### src/spct_pkg.sv
`timescale 1ns / 1ps
// ----------------------------------------------------------------------------
// spct_pkg
// Shared widths, defaults and operation codes of the sync point counter table.
// ----------------------------------------------------------------------------
package spct_pkg;

  localparam int MODE_W  = 3;
  localparam int INDEX_W = 5;
  localparam int DATA_W  = 32;

  localparam int DEF_NUM_POINTS    = 32;
  localparam int DEF_NUM_BASES     = 8;
  localparam int DEF_COMPARE_WIDTH = 16;

  typedef enum logic [MODE_W-1:0] {
    MODE_INCR      = 3'd0,
    MODE_SET_COUNT = 3'd1,
    MODE_SET_THRES = 3'd2,
    MODE_ADD_BASE  = 3'd3,
    MODE_SET_BASE  = 3'd4,
    MODE_READ      = 3'd5
  } mode_t;

endpackage

### src/spct_req_if.sv
`timescale 1ns / 1ps
// ----------------------------------------------------------------------------
// spct_req_if
// Request channel: operation, index and value, with valid/ready.
// ----------------------------------------------------------------------------
interface spct_req_if;
  import spct_pkg::*;

  logic               valid;
  logic               ready;
  logic [MODE_W-1:0]  mode;
  logic [INDEX_W-1:0] index;
  logic [DATA_W-1:0]  value;

  modport source (output valid, mode, index, value, input ready);
  modport sink   (input valid, mode, index, value, output ready);
endinterface

### src/spct_rsp_if.sv
`timescale 1ns / 1ps
// ----------------------------------------------------------------------------
// spct_rsp_if
// Response channel: entry contents and status flags, with valid/ready.
// ----------------------------------------------------------------------------
interface spct_rsp_if;
  import spct_pkg::*;

  logic              valid;
  logic              ready;
  logic [DATA_W-1:0] counter_value;
  logic [DATA_W-1:0] threshold_value;
  logic [DATA_W-1:0] base_value;
  logic              reached;
  logic              irq_request;
  logic              bad_index;

  modport source (output valid, counter_value, threshold_value, base_value, reached,
                  irq_request, bad_index, input ready);
  modport sink   (input valid, counter_value, threshold_value, base_value, reached,
                  irq_request, bad_index, output ready);
endinterface

### src/spct_ram.sv
`timescale 1ns / 1ps
// ----------------------------------------------------------------------------
// spct_ram
// Simple dual-port synchronous RAM, one write port, one registered read port.
// ----------------------------------------------------------------------------
module spct_ram #(
  parameter int WIDTH = 32,
  parameter int DEPTH = 32,
  parameter int AW    = (DEPTH > 1) ? $clog2(DEPTH) : 1
) (
  input  logic             clk,
  input  logic             we,
  input  logic [AW-1:0]    waddr,
  input  logic [WIDTH-1:0] wdata,
  input  logic             re,
  input  logic [AW-1:0]    raddr,
  output logic [WIDTH-1:0] rdata
);

  logic [WIDTH-1:0] mem [DEPTH];

  always_ff @(posedge clk) begin
    if (we) begin
      mem[waddr] <= wdata;
    end
    if (re) begin
      rdata <= mem[raddr];
    end
  end

endmodule

### src/sync_point_counter_table.sv
`timescale 1ns / 1ps
// ----------------------------------------------------------------------------
// sync_point_counter_table
// Table of sync point counters and thresholds plus a table of base values.
// ----------------------------------------------------------------------------
// Each request beat names an operation, an index and a value. The block reads
// the entry from its memories, applies the operation, writes changes back and
// returns the entry after the operation with the windowed threshold-reached
// flag, an interrupt request and an index error flag. One request is in work at
// a time: the memory read is registered when it is accepted, the modify and
// write-back follow in the work state, and a response not yet taken stalls it.
// A new request is accepted while a finished response still waits. Entries read
// as zero after reset through per-entry valid bits, so no clearing pass is run.
// ----------------------------------------------------------------------------
module sync_point_counter_table #(
  parameter int NUM_POINTS    = spct_pkg::DEF_NUM_POINTS,
  parameter int NUM_BASES     = spct_pkg::DEF_NUM_BASES,
  parameter int COMPARE_WIDTH = spct_pkg::DEF_COMPARE_WIDTH
) (
  input  logic        clk,
  input  logic        rst,
  spct_req_if.sink    req,
  spct_rsp_if.source  rsp
);
  import spct_pkg::*;

  localparam int PAW = $clog2(NUM_POINTS);
  localparam int BAW = (NUM_BASES > 1) ? $clog2(NUM_BASES) : 1;
  localparam int CW  = COMPARE_WIDTH;

  typedef enum logic {S_IDLE, S_WORK} state_t;

  state_t state;

  logic [MODE_W-1:0]  mode_q;
  logic [INDEX_W-1:0] index_q;
  logic [DATA_W-1:0]  value_q;

  logic [NUM_POINTS-1:0] pt_valid;
  logic [NUM_BASES-1:0]  base_valid;

  logic                pt_we;
  logic                base_we;
  logic [PAW-1:0]      pt_addr;
  logic [BAW-1:0]      base_addr;
  logic [2*DATA_W-1:0] pt_rdata;
  logic [DATA_W-1:0]   base_rdata;

  logic accept;
  logic advance;
  logic pt_ok;
  logic base_ok;
  logic point_op;
  logic base_op;

  logic [DATA_W-1:0] cur_cnt;
  logic [DATA_W-1:0] cur_thr;
  logic [DATA_W-1:0] cur_base;
  logic [DATA_W-1:0] cnt_next;
  logic [DATA_W-1:0] thr_next;
  logic [DATA_W-1:0] base_next;

  logic [CW-1:0] d_keep;
  logic [CW-1:0] d_incr;
  logic [CW-1:0] d_setc;
  logic [CW-1:0] d_sett;
  logic [CW-1:0] d_sel;
  logic          reached_next;

  assign accept    = req.valid && req.ready;
  assign advance   = (state == S_WORK) && (!rsp.valid || rsp.ready);
  assign req.ready = (state == S_IDLE);

  assign pt_addr   = PAW'(index_q);
  assign base_addr = BAW'(index_q);
  assign pt_ok     = 32'(index_q) < 32'(NUM_POINTS);
  assign base_ok   = 32'(index_q) < 32'(NUM_BASES);

  spct_ram #(.WIDTH(2*DATA_W), .DEPTH(NUM_POINTS), .AW(PAW)) u_point_ram (
    .clk   (clk),
    .we    (pt_we),
    .waddr (pt_addr),
    .wdata ({thr_next, cnt_next}),
    .re    (accept),
    .raddr (PAW'(req.index)),
    .rdata (pt_rdata)
  );

  spct_ram #(.WIDTH(DATA_W), .DEPTH(NUM_BASES), .AW(BAW)) u_base_ram (
    .clk   (clk),
    .we    (base_we),
    .waddr (base_addr),
    .wdata (base_next),
    .re    (accept),
    .raddr (BAW'(req.index)),
    .rdata (base_rdata)
  );

  // entries never written read as zero
  always_comb begin
    cur_cnt  = pt_valid[pt_addr] ? pt_rdata[DATA_W-1:0] : '0;
    cur_thr  = pt_valid[pt_addr] ? pt_rdata[2*DATA_W-1:DATA_W] : '0;
    cur_base = base_valid[base_addr] ? base_rdata : '0;
  end

  // low bits of threshold minus counter for every outcome, in parallel
  assign d_keep = cur_thr[CW-1:0] - cur_cnt[CW-1:0];
  assign d_incr = cur_thr[CW-1:0] + ~cur_cnt[CW-1:0];
  assign d_setc = cur_thr[CW-1:0] - value_q[CW-1:0];
  assign d_sett = value_q[CW-1:0] - cur_cnt[CW-1:0];

  always_comb begin
    cnt_next  = cur_cnt;
    thr_next  = cur_thr;
    base_next = cur_base;
    d_sel     = d_keep;
    point_op  = 1'b0;
    base_op   = 1'b0;
    case (mode_t'(mode_q))
      MODE_INCR: begin
        cnt_next = cur_cnt + DATA_W'(1);
        d_sel    = d_incr;
        point_op = 1'b1;
      end
      MODE_SET_COUNT: begin
        cnt_next = value_q;
        d_sel    = d_setc;
        point_op = 1'b1;
      end
      MODE_SET_THRES: begin
        thr_next = value_q;
        d_sel    = d_sett;
        point_op = 1'b1;
      end
      MODE_ADD_BASE: begin
        base_next = cur_base + value_q;
        base_op   = 1'b1;
      end
      MODE_SET_BASE: begin
        base_next = value_q;
        base_op   = 1'b1;
      end
      default: begin
      end
    endcase
  end

  assign reached_next = pt_ok && (d_sel[CW-1] ^ ~|d_sel[CW-2:0]);

  assign pt_we   = advance && point_op && pt_ok;
  assign base_we = advance && base_op && base_ok;

  always_ff @(posedge clk) begin
    if (rst) begin
      state      <= S_IDLE;
      rsp.valid  <= 1'b0;
      pt_valid   <= '0;
      base_valid <= '0;
    end else begin
      case (state)
        S_IDLE: begin
          if (accept) begin
            state <= S_WORK;
          end
        end
        S_WORK: begin
          if (advance) begin
            state <= S_IDLE;
          end
        end
        default: state <= S_IDLE;
      endcase
      if (advance) begin
        rsp.valid <= 1'b1;
      end else if (rsp.valid && rsp.ready) begin
        rsp.valid <= 1'b0;
      end
      if (pt_we) begin
        pt_valid[pt_addr] <= 1'b1;
      end
      if (base_we) begin
        base_valid[base_addr] <= 1'b1;
      end
    end
  end

  always_ff @(posedge clk) begin
    if (accept) begin
      mode_q  <= req.mode;
      index_q <= req.index;
      value_q <= req.value;
    end
    if (advance) begin
      rsp.counter_value   <= pt_ok ? cnt_next : '0;
      rsp.threshold_value <= pt_ok ? thr_next : '0;
      rsp.base_value      <= base_ok ? base_next : '0;
      rsp.reached         <= reached_next;
      rsp.irq_request     <= point_op && reached_next;
      rsp.bad_index       <= base_op ? !base_ok : !pt_ok;
    end
  end

  // assertions
  a_accept_to_work: assert property (@(posedge clk) disable iff (rst)
    accept |=> (state == S_WORK))
    else $error("accepted beat did not enter work state");

  a_write_in_work: assert property (@(posedge clk) disable iff (rst)
    (pt_we || base_we) |-> (state == S_WORK))
    else $error("memory written outside work state");

  a_irq_reached: assert property (@(posedge clk) disable iff (rst)
    (rsp.valid && rsp.irq_request) |-> (rsp.reached && !rsp.bad_index))
    else $error("interrupt request without reached entry");

  a_rsp_after_work: assert property (@(posedge clk) disable iff (rst)
    $rose(rsp.valid) |-> $past(state == S_WORK))
    else $error("response raised without work cycle");

endmodule
### src/flat_wrapper.sv
// flat-port wrapper written by rule: the top's interface ports become plain ports
module sync_point_counter_table_flat import spct_pkg::*;
#(
  parameter int NUM_POINTS    = spct_pkg::DEF_NUM_POINTS,
  parameter int NUM_BASES     = spct_pkg::DEF_NUM_BASES,
  parameter int COMPARE_WIDTH = spct_pkg::DEF_COMPARE_WIDTH
)
  (clk, rst, req_valid, req_mode, req_index, req_value, req_ready, rsp_valid, rsp_counter_value, rsp_threshold_value, rsp_base_value, rsp_reached, rsp_irq_request, rsp_bad_index, rsp_ready);
  spct_req_if req_i ();
  spct_rsp_if rsp_i ();
  input  logic clk;
  input  logic rst;
  input wire logic [$bits(req_i.valid)-1:0] req_valid;
  input wire logic [$bits(req_i.mode)-1:0] req_mode;
  input wire logic [$bits(req_i.index)-1:0] req_index;
  input wire logic [$bits(req_i.value)-1:0] req_value;
  output wire logic [$bits(req_i.ready)-1:0] req_ready;
  output wire logic [$bits(rsp_i.valid)-1:0] rsp_valid;
  output wire logic [$bits(rsp_i.counter_value)-1:0] rsp_counter_value;
  output wire logic [$bits(rsp_i.threshold_value)-1:0] rsp_threshold_value;
  output wire logic [$bits(rsp_i.base_value)-1:0] rsp_base_value;
  output wire logic [$bits(rsp_i.reached)-1:0] rsp_reached;
  output wire logic [$bits(rsp_i.irq_request)-1:0] rsp_irq_request;
  output wire logic [$bits(rsp_i.bad_index)-1:0] rsp_bad_index;
  input wire logic [$bits(rsp_i.ready)-1:0] rsp_ready;
  assign req_i.valid = req_valid;
  assign req_i.mode = req_mode;
  assign req_i.index = req_index;
  assign req_i.value = req_value;
  assign req_ready = req_i.ready;
  assign rsp_valid = rsp_i.valid;
  assign rsp_counter_value = rsp_i.counter_value;
  assign rsp_threshold_value = rsp_i.threshold_value;
  assign rsp_base_value = rsp_i.base_value;
  assign rsp_reached = rsp_i.reached;
  assign rsp_irq_request = rsp_i.irq_request;
  assign rsp_bad_index = rsp_i.bad_index;
  assign rsp_i.ready = rsp_ready;
  sync_point_counter_table #(.NUM_POINTS(NUM_POINTS), .NUM_BASES(NUM_BASES), .COMPARE_WIDTH(COMPARE_WIDTH)) u_core (.clk(clk), .rst(rst), .req(req_i), .rsp(rsp_i));
endmodule
### config.mk
export PLATFORM = sky130hd
export DESIGN_NAME = sync_point_counter_table_flat
export DESIGN_NICKNAME = d
export VERILOG_FILES = /design/src/spct_pkg.sv /design/src/spct_req_if.sv /design/src/spct_rsp_if.sv /design/src/spct_ram.sv /design/src/sync_point_counter_table.sv /design/src/flat_wrapper.sv
export SDC_FILE = /design/constraint.sdc
export NUM_CORES = 2
export LEC_CHECK = 0
export ABC_AREA = 1
export BUFFER_PORTS_ARGS = -buffer_cell sky130_fd_sc_hd__buf_2
export CORE_MARGIN = 2
export CORE_UTILIZATION = 40
export DETAILED_ROUTE_END_ITERATION = 7
export PLACE_DENSITY = 0.6
export SYNTH_ARGS = -nofsm -noshare
export SYNTH_HDL_FRONTEND = slang
export SYNTH_SLANG_ARGS = --single-unit
export TNS_END_PERCENT = 50
### constraint.sdc
create_clock -name clk -period 9.2 [get_ports clk]
set_input_delay 0.46 -clock clk [delete_from_list [all_inputs] [get_ports clk]]
set_output_delay 0.46 -clock clk [all_outputs]
set_load 0.1 [all_outputs]
==> flow_summary.toml <==
[hold_path]
hold_class = "in2reg"

[finish]
layout-drive-gt1-share_pct = 9.300
final_common_cell = "edfxtp_1"
layout_common_cells = "edfxtp_1, nor2_1, o21ai_0"
area_delta_synth_final_pct = 13.34
nets = 8561
fill_cells = 23000

[sta]
slew_headroom_pct = 9.835
final_max_slew_viol_count = 0
final-setup-viol-count = 0
period_share_pct = 69.21
fin_crit_ns = 6.367
hold_viol = 0
fmax_mhz = 157.1
tns_ns = 0
tightest_slew_ns = 1.352
finClkSkew_ns = 0.06501
rsz0062_at_grt = "false"

[setup_path]
critical_path.max_stage_delay_ns = 0.84
crit_path_top_delay_cell = "edfxtp_1"
required_ns = 9.86
crit_path_end_kind = "flop"
path_common_cell = "nand2_1"
path_class = "reg2reg"
cp.arrival_ns = 7.03
cp-start-kind = "flop"
worstPathMaxFanout = 36

[cts]
cts.path.max_buffers = 4
numCtsBuffers = 282
root_buffer = "clkbuf_16"
cts_setup_buffers = 0
cts_resized = 0
clkLatencyLatePin_ns = 0.95
clk_pin_slew_ns = 0.07
numClockSinks = 2581
htree_levels = 5
cts_tree = "yes"

[logic_synthesis]
synthesis.area_sq_mm = 0.1042
avgSynthCellArea_sq_um = 12.48
synth-edff-count = 2539
synth.area.mux_share_pct = 0
synth-xor-area-share_pct = 0.3195
seq_area_frac_synth_pct = 73.99
synth-simple-area-share_pct = 9.138
yosys.area.top_type_share_pct = 73.18
synth_cell_types = 49
synth_compound_area_share_pct = 12.90
synthAdderAreaFrac_pct = 0.8022
syn-num-nets = 8455
synth_seq_cells = 2581
async_reset_ff_share_pct = 0
netlist_instances = 8346
synth_warnings = 0
synth_area_leader_cell = "edfxtp_1"
synth_top_family_by_area = "compound AO/OA/AOI/OAI gates"
ys_top_cells_by_area = "edfxtp_1, o21ai_0, nor2_1"
synthFlopType = "edfxtp_1"

[global_route]
antenna_found_initial = 7
grt_pass1_vias = 67150
grt_overflow_total = 0
grt.total_usage_pct = 23.91
grt_max_degree = 197
grt_pass1_wl_mm = 465.7

[power_and_ir_drop]
pwr_density_cell_mw_per_mm2 = 215.7
vdd_drop_max_mv = 0.1988
power_mw = 25.47
leakage_nw = 41.91

[floorplan]
chipHeight_microns = 514.4
dieArea_sq_mm = 0.2646
core_area_sq_mm = 0.2592
io_pins = 145
die_w_microns = 514.4
num_rows = 187
start_util_pct = 40.19

[route]
wl_per_cell_microns = 26.94
via_per_inst = 5.887
post-route-drc-count = 0
firstDrtPassIters = 8
ant_nets = 0
drt-initial-drc-count = 9510
drt-total-wl_mm = 324.9
vias = 71020

[flow_run]
drv_cap = 0

[run_status]
status = "finished, final reports clean"

[place]
gp_congestion = 0.9254
portBuffers = 144
dpl.hpwl_mm = 167.1
==> what timing repair did <==
| item | 4_1_cts | 5_1_grt |
|---|---|---|
| endpoints found under the setup margin | 0 | 0 |
| hold buffers | 38 | 0 |
| hold endpoints to repair | 38 | 0 |
==> power breakdown <==
| group | switching [mW] | internal [mW] |
|---|---|---|
| Combinational | 1.34 | 0.405 |
| Sequential | 0.0761 | 13.0 |
| Clock | 4.52 | 6.14 |
| Total | 5.93 | 19.5 |
==> flip-flops by register name (all words and copies together) (netlist names) <==
name and cells:
u_core.rsp.bad_index 1, u_core.rsp.reached 1, u_core.u_base_ram.rdata 32, u_core.base_valid 8
u_core.state 1, u_core.u_base_ram.mem 256, u_core.pt_valid 32, u_core.u_point_ram.mem 2048
u_core.rsp.valid 1, u_core.u_point_ram.rdata 64, u_core.rsp.threshold_value 32, u_core.mode_q 3
u_core.index_q 5, u_core.rsp.counter_value 32, u_core.rsp.irq_request 1, u_core.rsp.base_value 32
u_core.value_q 32
==> cells by family after synthesis <==
family / count (synthesis)
buffers and inverters: 785
AND/OR/NAND/NOR: 2453
XOR/XNOR: 38
flip-flops: 2581
adder cells (fa/ha/maj): 65
AO/OA/AOI/OAI: 2424
==> final timing paths <==
check        slack, ns               start                endpoint  depth (start not counted)
max               2.83   u_core.index_q[0]  u_core.rsp.irq_request                         31
min                0.1                 rst      u_core.pt_valid[3]                          2
max reg2reg       2.83   u_core.index_q[0]  u_core.rsp.irq_request                         31
min reg2reg       0.47  u_core.pt_valid[4]      u_core.pt_valid[4]                          2
==> critical path: cells and delay by family, from the launching register on <==
family | cells | cell delay [ns]
and+or+nand+nor | 20 | 2.10
buffers and inverters | 6 | 1.73
DFF | 1 | 0.84
AOI/OAI and AO/OA | 3 | 0.72
adders and majority gates | 1 | 0.49
xor gates and xnor gates | 1 | 0.13
==> through the flow <==
step	instance area (sq um)	setup slack, ns	hold WS (ns)	instances	util (%)
6_report	118100	2.833	0.09515	12060	45.55
5_1_grt	118100	2.292	0.09557	12060	45.55
4_1_cts	118100	3.008	0.03643	12060	45.55
3_5_place_dp	109200	3.051	0.4579	11530	42.11
3_3_place_gp	109200	2.997	0.4524	11530	42.11
2_1_floorplan	104200	2.344	0.4375	8346	-
==> layer usage <==
| layer | vias up | GRT usage [%] | part of all wire, % |
|---|---|---|---|
| met3 | 605 | 4.216 | 8.9 |
| met1 | 35920 | 32.84 | 41 |
| met5 | - | 0 | 0.0043 |
| met2 | 3573 | 38.54 | 47 |
| li1 | 30920 | - | - |
| met4 | 2 | 7.771 | 3.3 |
==> synth_stat cells, drive strengths merged (4+ instances only) <==
library cell  instances
a31oi                47
nor2               1736
o21bai                7
dfxtp                42
a21oi               172
inv                 249
nor4                  5
clkbuf              493
o32ai                 5
nand4                16
nand2               570
or2                  13
a221o                10
a21o                 11
edfxtp             2539
a22oi                28
nor3                 23
o21ai              1443
o22ai               610
ha                   62
o211ai               13
xor2                 30
o221ai               40
o21a                  4
nand3                90
a32o                  4
buf                  41
o31ai                21
xnor2                 8
==> area by class of cell <==
class	instances	area [sq um]	share of cell area, %
clock buffers	351	7465	6.321
flip-flops and latches	2581	77080	65.28
multi-input cells	4980	24610	20.84
inverters	251	997.2	0.8445
diodes	5	12.51	0.01060
repair buffers	356	2596	2.199
well taps	3402	4257	3.605
clock inverters	137	1069	0.9049
Power figures use the tool's default switching activity.
